<file path="src/design/rgds_pkg.sv">
// Shared types and constants of the radial gradient disc shader.
// No dependencies.
package rgds_pkg;

    localparam int COORD_W  = 11;
    localparam int IDX_W    = 8;
    localparam int COLOR_W  = 32;
    localparam int RAD_W    = 11;
    localparam int D2_W     = 22;
    localparam int SCALE_W  = 16;
    localparam int PROD_W   = 38;
    localparam int ROOT_W   = 19;
    localparam int CFG_W    = 2;

    localparam logic [SCALE_W-1:0] SCALE_SQ = 16'd65025;

    localparam logic FUNC_LOAD  = 1'b0;
    localparam logic FUNC_SHADE = 1'b1;

    localparam logic [CFG_W-1:0] CFG_CENTER_X = 2'd0;
    localparam logic [CFG_W-1:0] CFG_CENTER_Y = 2'd1;
    localparam logic [CFG_W-1:0] CFG_RADIUS   = 2'd2;

    // Item fields that travel alongside the arithmetic
    typedef struct packed {
        logic               valid;
        logic               func;
        logic [COORD_W-1:0] x;
        logic [COORD_W-1:0] y;
        logic [IDX_W-1:0]   slot;
        logic [COLOR_W-1:0] color;
    } sband_t;

endpackage

</file>
<file path="src/design/rgds_sqrt.sv">
// Pipelined integer square root, one result bit per stage.
// Depends on rgds_pkg.
module rgds_sqrt (
    input  logic                          clk,
    input  logic                          rst_n,
    input  logic                          en,
    input  rgds_pkg::sband_t              sb_in,
    input  logic [rgds_pkg::PROD_W-1:0]   opnd,
    output rgds_pkg::sband_t              sb_out,
    output logic [rgds_pkg::ROOT_W-1:0]   root
);

    localparam int RW = rgds_pkg::ROOT_W;
    localparam int MW = rgds_pkg::PROD_W;

    typedef struct packed {
        logic [RW+1:0] rem;
        logic [RW-1:0] root;
        logic [MW-1:0] opnd;
    } sq_t;

    sq_t              st_reg [RW];
    sq_t              st_next [RW];
    rgds_pkg::sband_t sb_reg [RW];

    // One digit: bring down two operand bits and try the next root bit
    function automatic sq_t sq_step(sq_t s);
        logic [RW+1:0] rem_sh;
        logic [RW+1:0] trial;
        sq_t           r;
        rem_sh = {s.rem[RW-1:0], s.opnd[MW-1:MW-2]};
        trial  = {s.root, 2'b01};
        r.opnd = {s.opnd[MW-3:0], 2'b00};
        if (rem_sh >= trial)
        begin
            r.rem  = rem_sh - trial;
            r.root = {s.root[RW-2:0], 1'b1};
        end
        else
        begin
            r.rem  = rem_sh;
            r.root = {s.root[RW-2:0], 1'b0};
        end
        return r;
    endfunction

    // Compute each stage from the one before it
    always_comb
    begin
        st_next[0] = sq_step('{rem: '0, root: '0, opnd: opnd});
        for (int i = 1; i < RW; i++)
        begin
            st_next[i] = sq_step(st_reg[i-1]);
        end
    end

    // Advance all stages together
    always_ff @(posedge clk or negedge rst_n)
    begin
        if (!rst_n)
        begin
            for (int i = 0; i < RW; i++)
            begin
                sb_reg[i] <= '0;
            end
        end
        else if (en)
        begin
            sb_reg[0] <= sb_in;
            for (int i = 1; i < RW; i++)
            begin
                sb_reg[i] <= sb_reg[i-1];
            end
        end
    end

    always_ff @(posedge clk)
    begin
        if (en)
        begin
            for (int i = 0; i < RW; i++)
            begin
                st_reg[i] <= st_next[i];
            end
        end
    end

    assign sb_out = sb_reg[RW-1];
    assign root   = st_reg[RW-1].root;

endmodule

</file>
<file path="config.mk">
export PLATFORM = sky130hd
export DESIGN_NAME = rgds_sqrt
export DESIGN_NICKNAME = d
export VERILOG_FILES = /design/src/design/rgds_pkg.sv /design/src/design/rgds_sqrt.sv
export SDC_FILE = /design/constraint.sdc
export NUM_CORES = 2
export LEC_CHECK = 0
export BUFFER_PORTS_ARGS = -buffer_cell sky130_fd_sc_hd__buf_2
export CAP_MARGIN = 20
export CORE_MARGIN = 4
export CORE_UTILIZATION = 45
export CTS_CLUSTER_DIAMETER = 150
export CTS_CLUSTER_SIZE = 30
export DETAILED_ROUTE_END_ITERATION = 8
export GPL_TIMING_DRIVEN = 0
export PLACE_DENSITY = 0.62
export SKIP_LAST_GASP = 1
export SYNTH_ARGS = -nofsm -noshare
export SYNTH_HDL_FRONTEND = slang
export SYNTH_SLANG_ARGS = --single-unit
export TNS_END_PERCENT = 50
</file>
<file path="constraint.sdc">
create_clock -name clk -period 5.45 [get_ports clk]
set_input_delay 0 -clock clk [delete_from_list [all_inputs] [get_ports clk]]
set_output_delay 0 -clock clk [all_outputs]
set_load 0.02 [all_outputs]
</file>
# Yosys cells after proc, flatten, opt, wreduce, memory -nomap -nowiden
# Memories as Yosys holds them, arrays and structs flattened.
# Index checks and enable logic that the tools add are counted.
# word_totals
mem_bits_rw,1444
word_cells,174
in_bits,105
ff_bits,1216
memories,1
output_inout_bits,83
# memory_table
name,words,word_bits,rd,rd_ports_with_merged_regs,wr,line,source
st_reg,19,76,19,0,19,rgds_sqrt.sv:22,sq_t st_reg [RW];
# classes
magnitude_cmp,19
addsub,19
muxes,21
# op_table
cell,n
$mux 40,19
$ge 21x21->1,18
$sub 21x21->21,18
$sub 2x1->3 const B,1
$ge 2x1->1 const B,1
$mux 1,2

# Longest topological paths before layout
# An unclocked memory read counts as a cell.
# logic_depth
word_depth,3
depth_mapped,12
mapped_depth_nobuf,10

# Worst setup path before layout
# Ideal clock, no wire load.
# synth_path
path_kind,register to register
start,memory st_reg[16][56] (netlist name)
end,memory st_reg[17][66] (netlist name) (data pin)
period_less_slack_ps,2825
t_required_ps,5190
n_path_buf,2
slack_ps,2625
setup_ps,260
stages_incl_launch_ff,11
t_arrival_ps,2565
cell_sequence,edfxtp_1 > ha_1 > o21ai_0 > a21oi_1 > o31ai_1 > o211ai_1 > o211ai_1 > and2_1 > buf_2 > buf_2 > mux2_2
# synth_rtl
element,line
start: declaration,rgds_sqrt.sv:22

# Worst setup path after layout
# layout_path
start,input en
end,register sb_reg[278] (netlist name)
# layout_rtl
element,line,source
start: declaration,rgds_sqrt.sv:6,"input logic en,"
end signal: indexed assignment,rgds_sqrt.sv:72,sb_reg[i] <= sb_reg[i-1];
end: declaration,rgds_sqrt.sv:24,rgds_pkg::sband_t sb_reg [RW];
# No word-level cell between the ends.

==> impl_metrics.ini <==
[outcome]
outcome = finished, final reports clean

[drt]
wl_met1_mm = 64.07
wire_per_inst_um = 17.85
dr_wl_met3_mm = 3.883
drt_iter0_drc = 2554
dr.pass1.iters = 5
ant_nets = 0
viasPerCell = 5.153
highest_layer = met4
vias = 44390
drt_wl_total_mm = 153.8
met2_length_mm = 81.12
route.detailed.drc = 0

[critical_path]
r2r_setup_slack_ns = 1.66
rr_worst_depth = 11
critPathMaxFanout = 131
reg2reg_to = st_reg[17][67]
timing.rr.start = st_reg[16][36]
crit_arrival_ns = 5.39
startpoint = en
crit_path_end_kind = register
worst_setup_path_start_kind = input pin
cp_data_required_time_ns = 6.06
crit_type = input pin to register

[logic_synthesis]
synth_area_per_cell_um2 = 15.09
synth_top_family_by_area = multiplexers
synth_fa_ha_area_share_pct = 3.110
synth_edf_count = 852
ys_types = 80
muxShareOfSynthArea_pct = 16.92
synthFlopType = dfrtp_1
synth_warnings = 0
synth_xor_area_share_pct = 2.581
yosys.area.top_type = dfrtp_1
seq_area_frac_synth_pct = 66.30
synth_area_leaders = dfrtp_1, edfxtp_1, mux2_2
synth_top_area_share_pct = 36.02
syn_nets = 5915
synth-compound-area-share_pct = 4.311
synthArstFlopShare_pct = 58.80
synthSimpleGateAreaFrac_pct = 4.259
yosysMostFrequentCell = mux2_2
synth_common_cells = mux2_2, dfrtp_1, edfxtp_1
syn_inst = 5600
ys_ff_latch = 2068
synth_area_mm2 = 0.08449

[global_routing]
grt_max_degree = 169
grt_use_total_pct = 15.80
grt_pass1_vias = 45690
antenna_found_initial = 1
gr-total-overflow = 0
grt_first_pass_wirelength_mm = 248.1

[clock_tree]
cts_tree = done
cts_root_buffer = clkbuf_16
path_clk_slew_ns = 0.11
clk_latency_ns = 0.74
cts_sinks = 2068
ctsHtreeMaxLevel = 3
cts_buffers = 79
cts_buffer_depth = 3

[die]
coreArea_mm2 = 0.1860
dieArea_mm2 = 0.1947
die-height_um = 441.3
fp.dieW_um = 441.3
boundaryPins = 188
initial_core_util_pct = 45.42
rows = 158

[sta]
finalCritPeriodShare_pct = 87.66
setup_violations = 0
finalHoldViolCount = 0
fin_crit_ns = 4.778
rsz0062_at_grt = false
finClkSkew_ns = 0.02801
tightest_slew_ns = 1.016
slew_violations = 0
max_freq_mhz = 209.3
tns_ns = 0
slew_headroom_pct = 32.29

[power]
p_leak_nw = 38.21
vdd_drop_max_uv = 233.0
powerDensity_mw_per_mm2 = 418.6
p_total_mw = 39.06

[finish]
largest_register_ffs = 1152
fin_area_mm2 = 0.09333
final_core_util_pct = 50.17
drive_above_1_share_pct = 27.05
layout.cells.non_filler = 8614
diodes = 0
nets = 6400
syn2layout_area_growth_pct = 10.46

[min_path]
hold_path_class = input pin to register
hold-path-cell-count = 3
min_from = sb_in[10]
min_to = sb_reg[1162]

[placed_design]
dp_cells = 8283
routabilityCongestion = 0.8678
io_buffer_count = 187
placed_area_mm2 = 0.08897
dp_hpwl_mm = 110.2

[run]
cap_violations = 0
## where the power goes
part / internal (mW) / switching (mW)
Clock: 2.95 / 4.58
Sequential: 20.8 / 2.67
Combinational: 4.68 / 3.40
## kinds of logic after synthesis
group,Yosys count
flip-flops,2068
multiplexers,1270
AND/OR/NAND/NOR,726
AO/OA/AOI/OAI,579
buffers and inverters,497
XOR/XNOR,249
adder cells (fa/ha/maj),210
other,1
## critical path, stage by stage
cell and delay (ns):
dlygate4sd3_1 0.56, buf_8 0.62, buf_16 0.44, buf_16 0.52, clkbuf_1 0.66, clkbuf_1 0.72
clkbuf_2 0.54, clkbuf_1 0.52, mux2_2 0.41
## worst max path at each step
stage | slack (ns) | cells past startpoint | endpoint
after global routing | 0.30 | 9 | sb_reg[269]
after CTS | 0.24 | 9 | sb_reg[267]
final | 0.67 | 9 | sb_reg[278]
after global placement | -21.97 | 1 | sb_reg[117]
after floorplan | 2.62 | 10 | st_reg[17][66]
after detailed placement | 0.03 | 8 | sb_reg[268]
## routing by layer
layer  GRT usage [%]  up-vias
met3           1.712      194
li1                -    21090
met2           28.82      473
met5               0        -
met1           19.61    22630
met4           5.153        0
## through the flow
step / setup slack [ns] / hold slack (ns)
global placement: -21.97 / 0.1763
CTS: 0.2406 / 0.001581
detailed placement: 0.02811 / -0.09756
global route: 0.2983 / 0.04937
floorplan: 2.625 / -0.2956
finish: 0.6723 / 0.08131
## timing repair
item	4_1_cts	5_1_grt
buffers inserted	0	0
endpoints found under the hold margin	697	0
hold buffers	201	0
endpoints found under the setup margin	0	5
resized for setup	0	3
## cell usage in the layout, fill, tap and decap left out, types with 125 or more instances in the layout
| master | n |
|---|---|
| edfxtp_1 | 852 |
| mux2_2 | 1265 |
| nor2_1 | 216 |
| inv_1 | 250 |
| nand2_1 | 145 |
| xnor2_1 | 130 |
| ha_1 | 210 |
| buf_2 | 191 |
| o21ai_0 | 125 |
| a21oi_1 | 194 |
| dfrtp_1 | 1216 |
| dlygate4sd3_1 | 200 |
| clkbuf_1 | 204 |
## area by class of cell
class	instances	area (um^2)
plain buffers	245	1180
multi-input cells	3035	26350
repair buffers	404	3406
flip-flops and latches	2068	56010
fillers	15810	92700
inverters	252	945.9
clock buffers	125	2256
well taps	2480	3103
clock inverters	5	75.07
No activity file was read; power rests on OpenSTA's default activity.
