`src/design/rgds_pkg.sv`:
```
// Shared types and constants of the radial gradient disc shader.
// No dependencies.
package rgds_pkg;

    localparam int COORD_W  = 11;
    localparam int IDX_W    = 8;
    localparam int COLOR_W  = 32;
    localparam int RAD_W    = 11;
    localparam int D2_W     = 22;
    localparam int SCALE_W  = 16;
    localparam int PROD_W   = 38;
    localparam int ROOT_W   = 19;
    localparam int CFG_W    = 2;

    localparam logic [SCALE_W-1:0] SCALE_SQ = 16'd65025;

    localparam logic FUNC_LOAD  = 1'b0;
    localparam logic FUNC_SHADE = 1'b1;

    localparam logic [CFG_W-1:0] CFG_CENTER_X = 2'd0;
    localparam logic [CFG_W-1:0] CFG_CENTER_Y = 2'd1;
    localparam logic [CFG_W-1:0] CFG_RADIUS   = 2'd2;

    // Item fields that travel alongside the arithmetic
    typedef struct packed {
        logic               valid;
        logic               func;
        logic [COORD_W-1:0] x;
        logic [COORD_W-1:0] y;
        logic [IDX_W-1:0]   slot;
        logic [COLOR_W-1:0] color;
    } sband_t;

endpackage

```
`src/design/rgds_div.sv`:
```
// Pipelined restoring divider, one quotient bit per stage.
// Depends on rgds_pkg.
module rgds_div (
    input  logic                          clk,
    input  logic                          rst_n,
    input  logic                          en,
    input  rgds_pkg::sband_t              sb_in,
    input  logic [rgds_pkg::ROOT_W-1:0]   dividend,
    input  logic [rgds_pkg::RAD_W-1:0]    divisor,
    output rgds_pkg::sband_t              sb_out,
    output logic [rgds_pkg::IDX_W-1:0]    quotient
);

    localparam int RW = rgds_pkg::ROOT_W;
    localparam int QW = rgds_pkg::IDX_W;

    typedef struct packed {
        logic [RW-1:0] rem;
        logic [QW-1:0] q;
    } dv_t;

    dv_t              st_reg [QW];
    dv_t              st_next [QW];
    rgds_pkg::sband_t sb_reg [QW];

    // Try one quotient bit against the shifted divisor
    function automatic dv_t dv_step(dv_t s, logic [RW-1:0] d, int b);
        logic [RW-1:0] dsh;
        dv_t           r;
        dsh = d << b;
        r   = s;
        if (s.rem >= dsh)
        begin
            r.rem  = s.rem - dsh;
            r.q[b] = 1'b1;
        end
        return r;
    endfunction

    always_comb
    begin
        st_next[0] = dv_step('{rem: dividend, q: '0}, RW'(divisor), QW - 1);
        for (int i = 1; i < QW; i++)
        begin
            st_next[i] = dv_step(st_reg[i-1], RW'(divisor), QW - 1 - i);
        end
    end

    // Advance all stages together
    always_ff @(posedge clk or negedge rst_n)
    begin
        if (!rst_n)
        begin
            for (int i = 0; i < QW; i++)
            begin
                sb_reg[i] <= '0;
            end
        end
        else if (en)
        begin
            sb_reg[0] <= sb_in;
            for (int i = 1; i < QW; i++)
            begin
                sb_reg[i] <= sb_reg[i-1];
            end
        end
    end

    always_ff @(posedge clk)
    begin
        if (en)
        begin
            for (int i = 0; i < QW; i++)
            begin
                st_reg[i] <= st_next[i];
            end
        end
    end

    assign sb_out   = sb_reg[QW-1];
    assign quotient = st_reg[QW-1].q;

endmodule

```
`config.mk`:
```
export PLATFORM = sky130hd
export DESIGN_NAME = rgds_div
export DESIGN_NICKNAME = d
export VERILOG_FILES = /design/src/design/rgds_pkg.sv /design/src/design/rgds_div.sv
export SDC_FILE = /design/constraint.sdc
export NUM_CORES = 1
export LEC_CHECK = 0
export BUFFER_PORTS_ARGS = -buffer_cell sky130_fd_sc_hd__buf_2
export CAP_MARGIN = 20
export CORE_MARGIN = 4
export CORE_UTILIZATION = 40
export CTS_BUF_LIST = sky130_fd_sc_hd__clkbuf_4 sky130_fd_sc_hd__clkbuf_8 sky130_fd_sc_hd__clkbuf_16
export CTS_CLUSTER_SIZE = 14
export DETAILED_ROUTE_END_ITERATION = 12
export GPL_TIMING_DRIVEN = 0
export PLACE_DENSITY = 0.59
export REMOVE_ABC_BUFFERS = 1
export SLEW_MARGIN = 20
export SYNTH_ARGS = -nofsm -noshare
export SYNTH_HDL_FRONTEND = slang
export SYNTH_SLANG_ARGS = --single-unit
```
`constraint.sdc`:
```
create_clock -name clk -period 5.6 [get_ports clk]
set_input_delay 1.12 -clock clk [delete_from_list [all_inputs] [get_ports clk]]
set_output_delay 1.12 -clock clk [all_outputs]
set_load 0.01 [all_outputs]
```
## Word-level counts from Yosys, hierarchy flattened

Memories as Yosys holds them, arrays and structs flattened.
Index checks and enable logic that the tools add are counted.

| storage, ports and cells | value |
|---|---|
| register bits | 512 |
| bits in writable memories | 216 |
| input bits | 97 |
| output and inout port bits | 72 |
| logic and storage cells | 82 |
| memories | 1 |

Memory list:

| memory | depth | width | read ports | clocked after Yosys merged registers in | write ports | line | RTL |
|---|---|---|---|---|---|---|---|
| st_reg | 8 | 27 | 8 | 0 | 8 | rgds_div.sv:22 | `dv_t st_reg [QW];` |

| cells by class | value |
|---|---|
| $add $sub $neg | 8 |
| magnitude comparators | 8 |
| mux-type cells | 17 |

Operators by type and width:

| kind | count |
|---|---|
| 2-to-1 mux 19 bit | 7 |
| 2-to-1 mux 20 bit | 1 |
| >= comparator 19 x 11 -> 1 bit | 1 |
| >= comparator 19 x 12 -> 1 bit | 1 |
| >= comparator 19 x 13 -> 1 bit | 1 |
| >= comparator 19 x 14 -> 1 bit | 1 |
| >= comparator 19 x 15 -> 1 bit | 1 |
| >= comparator 19 x 16 -> 1 bit | 1 |
| >= comparator 19 x 17 -> 1 bit | 1 |
| >= comparator 19 x 18 -> 1 bit | 1 |
| subtractor 19 x 11 -> 19 bit | 1 |
| subtractor 19 x 12 -> 19 bit | 1 |
| subtractor 19 x 13 -> 19 bit | 1 |
| subtractor 19 x 14 -> 19 bit | 1 |
| subtractor 19 x 15 -> 19 bit | 1 |
| subtractor 19 x 16 -> 19 bit | 1 |
| subtractor 19 x 17 -> 19 bit | 1 |
| subtractor 19 x 18 -> 19 bit | 1 |
| 2-to-1 mux 1 bit | 9 |

## Logic depth before layout (Yosys ltp)

Gate-level depths: netlist of the first run.
An unclocked memory read counts as a cell.

| logic depth | value |
|---|---|
| depth in word-level cells | 3 |
| gate-level depth with buffers | 12 |
| depth with buffers taken out | 11 |

## Least setup slack after synthesis of the first run

No wires, ideal clock.

| path | value |
|---|---|
| path kind | in2reg |
| start | in divisor[2] (netlist name) |
| end | mem st_reg[0][19] (netlist name) (data pin) |
| library setup time | 0.260 ns |
| arrival | 3.362 ns |
| required time | 5.340 ns |
| setup slack | 1.977 ns |
| stages on the path | 10 |
| path buffers | 1 |
| cell sequence | inv_1 -> ha_1 -> nor2b_1 -> o31a_1 -> o311a_4 -> o41ai_4 -> o21ai_2 -> a31oi_4 -> buf_12 -> mux2_4 |

RTL lines:

| element | line | RTL |
|---|---|---|
| start: declaration | rgds_div.sv:9 | `input logic [rgds_pkg::RAD_W-1:0] divisor,` |
| end: declaration | rgds_div.sv:22 |  |

==> results.ini, run 1 <==
[power]
sw_frac_of_total_pct = 27.4
p_total_mw = 15.3
p_int_mw = 11.1
power_frac_comb_pct = 21.5
leakagePower_nw = 14.1
irDropWorstVdd_mv = 0.247
p_seq_share_pct = 46.8
p_sw_mw = 4.20
clock_power_share_pct = 31.8
power.density_nw_per_um2 = 452

[setup_path]
reg2reg_depth = 10
crit_arrival_ns = 4.40
r2r_start = st_reg[0][92]$_DFFE_PP_
end_kind = flip-flop
critPathMaxFanout = 13
r2r_end = st_reg[1][12]$_DFFE_PP_
rrSetupSlack_ns = 2.25
required_ns = 5.96
critical_path_class = primary input to flip-flop
cp-start-kind = primary input

[floorplan]
start_util_pct = 40.6
fp.dieH_microns = 281
rows = 99
die_w_microns = 281
design.core.area_sq_um = 73300
io_pins = 169
die-area_sq_um = 78900

[synthesis]
synthCells = 2082
synthArstFlopShare_pct = 75.2
synth_common_cells = mux2_2 (525), dfrtp_1 (512), edfxtp_1 (169), ha_1 (88), nor2_1 (77)
ys_top_cells_by_area = dfrtp_1 (43%), mux2_2 (20%), edfxtp_1 (17%)
synth_area_sq_um = 29800
syn_area_per_cell_sq_um = 14.3
ys.warnings.count = 0
synthDistinctLibCells = 73
synth_edf_count = 169
yosysMostFrequentCell = mux2_2
yosysTopAreaCell = dfrtp_1
synth.top_cell.area_share_pct = 43.0
ys_seq_elements = 681
synth_flop_cell = dfrtp_1
synth-seq-area-share_pct = 60.1

[timing]
tns_ns = 0
layout_min_cycle_time_ns = 4.04
hold_violations = 0
tightest_slew_ns = 0.801
slew_viol_final = 0
setup_viol = 0
skew_ns = 0.0232
whs_ns = 0.398
slew_headroom_pct = 45.9
period_share_pct = 72.1
rsz0062_at_grt = no
fmax_mhz = 248

[cts]
cts_root_buf = clkbuf_16
cts_hold_buf = 0
path_clk_slew_ns = 0.06
cts_buffers = 75
cts_tree = built
clock_sinks = 681
clockBufferDepth = 3
cts_setup_buffers = 0
clk_latency_ns = 0.61
post_cts_resized = 0
htreeDepth = 3

[finish]
area_growth_pct = 13.8
drive_gt1_share_pct = 38.3
fillCellCount = 6472
largest_register_ffs = 448
fin_util_pct = 46.2
design_area_sq_um = 33900
layout.nets = 2392

[global_route]
grt_pass1_vias = 16857
grt_pass1_wl_mm = 85.2
grt-ovfl-total = 0
grt_util_all_layers_pct = 13.0
grt_max_degree = 109
antenna_found_initial = 2

[routing]
vias = 16224
dr.pass1.iters = 7
vias_per_cell = 5.05
drc_errors = 0
routed_wl_mm = 50.4
ant_nets = 0
wire_per_inst_microns = 15.7
dr.first_iter.drc_count = 798

[outcome]
status = complete, no violations

[hold_path]
hp-start = st_reg[1][3]$_DFFE_PP_
worstHoldPathType = flip-flop to flip-flop
min_path_cells = 0
min_to = st_reg[1][30]$_DFFE_PP_

[job]
cap_violations = 0

[place]
dpl_cell_area_sq_um = 31400
place_congestion = 0.856
numPortBuffers = 168
hpwl_mm = 34.4

[routing by layer]
layer / share of wire (%) / GRT usage (%) / vias up
li1: - / - / 7701
met1: 45 / 16.9 / 8079
met2: 48 / 21.5 / 334
met3: 4.6 / 3.01 / 108
met4: 2.9 / 4.34 / 2
met5: 0.026 / 0 / -
[metrics by stage]
step / worst slack, ns / std cells
final: 1.56 / 3213
after global routing: 1.40 / 3212
after CTS: 1.61 / 3212
after detailed placement: 0.956 / 3082
after global placement: -7.40 / 3067
after floorplan: 1.16 / 1940
[cell type report]
type	count	area (sq um)	area share (%)
Clock buffer	99	2140	6.31
Antenna cell	1	2.50	0.00739
Sequential cell	681	17900	52.8
Multi-Input combinational cell	1215	10900	32.2
Timing Repair Buffer	183	1220	3.59
Inverter	44	165	0.488
Tap cell	959	1200	3.54
Clock inverter	31	364	1.07
[power groups by stage]
stage / sequential, mW / combinational [mW] / clock [mW]
2_1_floorplan: 7.15 / 2.31 / 0
3_3_place_gp: 7.24 / 3.30 / 0
3_5_place_dp: 7.26 / 3.31 / 0
4_1_cts: 7.18 / 3.32 / 5.06
5_1_grt: 7.33 / 3.67 / 5.27
6_report: 7.16 / 3.28 / 4.86
[kinds of logic (layout without fill, tap and decap cells)]
group / after synthesis / in the layout / synth area share, %
fa+ha+maj: 95 / 95 / 4.17
buf+inv: 186 / 357 / 3.34
xor+xnor: 68 / 68 / 2.00
simple gates: 282 / 282 / 4.79
other cells: 0 / 1 / 0
flops: 681 / 681 / 60.1
mux: 537 / 537 / 20.4
compound gates: 233 / 233 / 5.24
[critical path: stages]
cell and delay (ns):
buf_2 0.27, inv_1 0.38, fa_1 0.59, a211oi_1 0.29, o21ai_0 0.20, a311o_1 0.40, a311oi_2 0.51, buf_4 0.28
mux2_2 0.34
[layout by cell type, fill, tap and decap left out, types with 5 or more instances in the layout]
master,count
nand3b_1,5
inv_1,42
nand3_1,9
xnor2_1,38
mux2_4,7
buf_16,12
nor4_1,9
o21bai_1,9
edfxtp_1,169
buf_2,166
clkbuf_8,13
mux2_2,525
a31oi_1,5
nor2_1,77
a21oi_1,55
a21o_1,18
o21ai_0,60
nand2b_1,13
ha_1,88
clkinv_1,5
fa_1,7
clkbuf_4,11
a211oi_1,7
dfrtp_1,512
clkbuf_16,75
nand2_1,71
xor2_1,30
o31a_1,7
or3_1,8
nor2b_1,20
nor3_1,23
clkinv_2,12
o31ai_1,16
o21a_1,20
nand4_1,15
mux2i_1,5
[how the worst max path moves through the flow]
| stage | to | cells past startpoint | startpoint | slack [ns] |
|---|---|---|---|---|
| floorplan | st_reg[1][26]$_DFFE_PP_ | 9 | divisor[1] | 1.16 |
| global placement | sb_reg[116]$_DFFE_PN0P_ | 2 | en | -7.40 |
| detailed placement | st_reg[1][12]$_DFFE_PP_ | 9 | divisor[1] | 0.96 |
| CTS | st_reg[1][12]$_DFFE_PP_ | 9 | divisor[1] | 1.61 |
| global route | st_reg[1][12]$_DFFE_PP_ | 9 | divisor[1] | 1.40 |
| finish | st_reg[1][12]$_DFFE_PP_ | 9 | divisor[1] | 1.56 |
No activity file was read; power rests on OpenSTA's default activity.
==> run 2: changes to the inputs <==
==> constraint.sdc (replaced) <==
create_clock -name clk -period 3.8 [get_ports clk]
set_input_delay 0.76 -clock clk [delete_from_list [all_inputs] [get_ports clk]]
set_output_delay 0.76 -clock clk [all_outputs]
set_load 0.01 [all_outputs]
==> results.ini, run 2 (same netlist as run 1, synthesis figures left out) <==
[global_route]
antenna_found_initial = 2
grt_util_met2_pct = 21.5
grt_pass1_vias = 16857
grt_util_all_layers_pct = 13.0
grt-ovfl-total = 0
grt_pass1_wl_mm = 85.2
met3_usage_pct = 3.01
gr-usage-met1_pct = 16.9
top_usage_layer = met2
grt_max_degree = 109

[routing]
routed_wl_mm = 50.3
vias = 16181
dr.first_iter.drc_count = 841
dr.pass1.iters = 5
vias_per_cell = 5.03
ant_nets = 0
drc_errors = 0
wire_per_inst_microns = 15.6

[finish]
layout.nets = 2396
fin_util_pct = 46.2
layout_common_cells = mux2_2 (525), dfrtp_1 (512), edfxtp_1 (169)
largest_register_ffs = 448
area_growth_pct = 13.9
drive_gt1_share_pct = 38.5
final_common_cell = mux2_2

[floorplan]
io_pins = 169
fp.dieH_microns = 281
design.core.area_sq_um = 73300
rows = 99
die-area_sq_um = 78900
die_w_microns = 281
start_util_pct = 40.6

[cts]
cts_buffers = 75
cts_root_buf = clkbuf_16
path_clk_slew_ns = 0.06
clk_latency_ns = 0.61
htreeDepth = 3
clock_sinks = 681
cts_hold_buf = 0
cts_tree = built
clockBufferDepth = 3

[job]
cap_violations = 0

[timing]
rsz0062_at_grt = no
fmax_mhz = 287
period_share_pct = 91.8
whs_ns = 0.120
slew_headroom_pct = 46.3
tightest_slew_ns = 0.795
layout_min_cycle_time_ns = 3.49
skew_ns = 0.0232
setup_viol = 0
slew_viol_final = 0
hold_violations = 0

[power]
leakagePower_nw = 14.1
irDropWorstVdd_mv = 0.365
power.density_nw_per_um2 = 666

[setup_path]
required_ns = 4.16
cp-start-kind = primary input
critical_path_class = primary input to flip-flop
crit_arrival_ns = 3.85
end_kind = flip-flop
critPathMaxFanout = 13

[place]
place_congestion = 0.856
hpwl_mm = 34.4
numPortBuffers = 168

[outcome]
status = complete, no violations

[hold_path]
worstHoldPathType = primary input to async pin

run 2: cell count changes in the layout (fill, tap and decap cells not counted), sizes merged:
cell / previous run / this run
buf: 183 / 187
clkinvlp: 2 / 3
inv: 46 / 45
run 2: where the power goes:
group          switching, mW  total (mW)  internal, mW
logic                   2.29        4.84          2.56
clock network           2.96        7.17          4.21
registers              0.943        10.6          9.61
total                   6.19        22.6          16.4
run 2: what timing repair did:
action                                  in CTS  in global routing
endpoints found under the hold margin        0                  0
buffers inserted                             0                  4
endpoints found under the setup margin       0                  1
resized for setup                            0                  1
run 2: cell type report:
type                    count  area [sq um]
multi-input cells        1215         10900
well taps                 959          1200
diodes                      1          2.50
clock inverters            31           364
fillers                  6472         39400
clock buffers              99          2140
inverters                  44           169
repair buffers            187          1250
flip-flops and latches    681         17900
run 2: final timing paths:
| kind | start | end | slack [ns] | cells after the start |
|---|---|---|---|---|
| setup / recovery | divisor[1] | st_reg[1][12]$_DFFE_PP_ | 0.31 | 9 |
| hold / removal | rst_n | sb_reg[184]$_DFFE_PN0P_ | 0.12 | 1 |
| setup reg to reg | st_reg[0][92]$_DFFE_PP_ | st_reg[1][12]$_DFFE_PP_ | 0.45 | 10 |
| hold reg to reg | st_reg[1][3]$_DFFE_PP_ | st_reg[1][30]$_DFFE_PP_ | 0.40 | 0 |
| max in group asynchronous | rst_n | sb_reg[180]$_DFFE_PN0P_ | 2.03 | 4 |
| min in group clk | dividend[1] | st_reg[0][9]$_DFFE_PP_ | 0.35 | 1 |
run 2: worst max-delay path, cell delays in order:
cell        delay [ns]
buf_2             0.29
clkinvlp_4        0.25
fa_1              0.52
a211oi_1          0.29
o21ai_0           0.20
a311o_1           0.40
a311oi_2          0.51
buf_4             0.28
mux2_2            0.34
run 2: per-layer routing:
metal	share of wire, %	vias up
met3	4.4	105
li1	-	7706
met1	45	8050
met5	0.026	-
met4	2.9	2
met2	48	318
run 2: stage by stage:
step | TNS (ns) | area, sq um | setup slack (ns) | total power, mW | cells
finish | 0 | 33900 | 0.310 | 22.6 | 3217
global route | 0 | 33900 | 0.138 | 24.0 | 3216
CTS | 0 | 33900 | 0.172 | 22.9 | 3212
detailed placement | -9.86 | 31400 | -0.484 | 15.6 | 3082
global placement | -9948.30 | 31000 | -8.84 | 15.5 | 3067
floorplan | -1.49 | 28900 | -0.276 | 13.9 | 1940
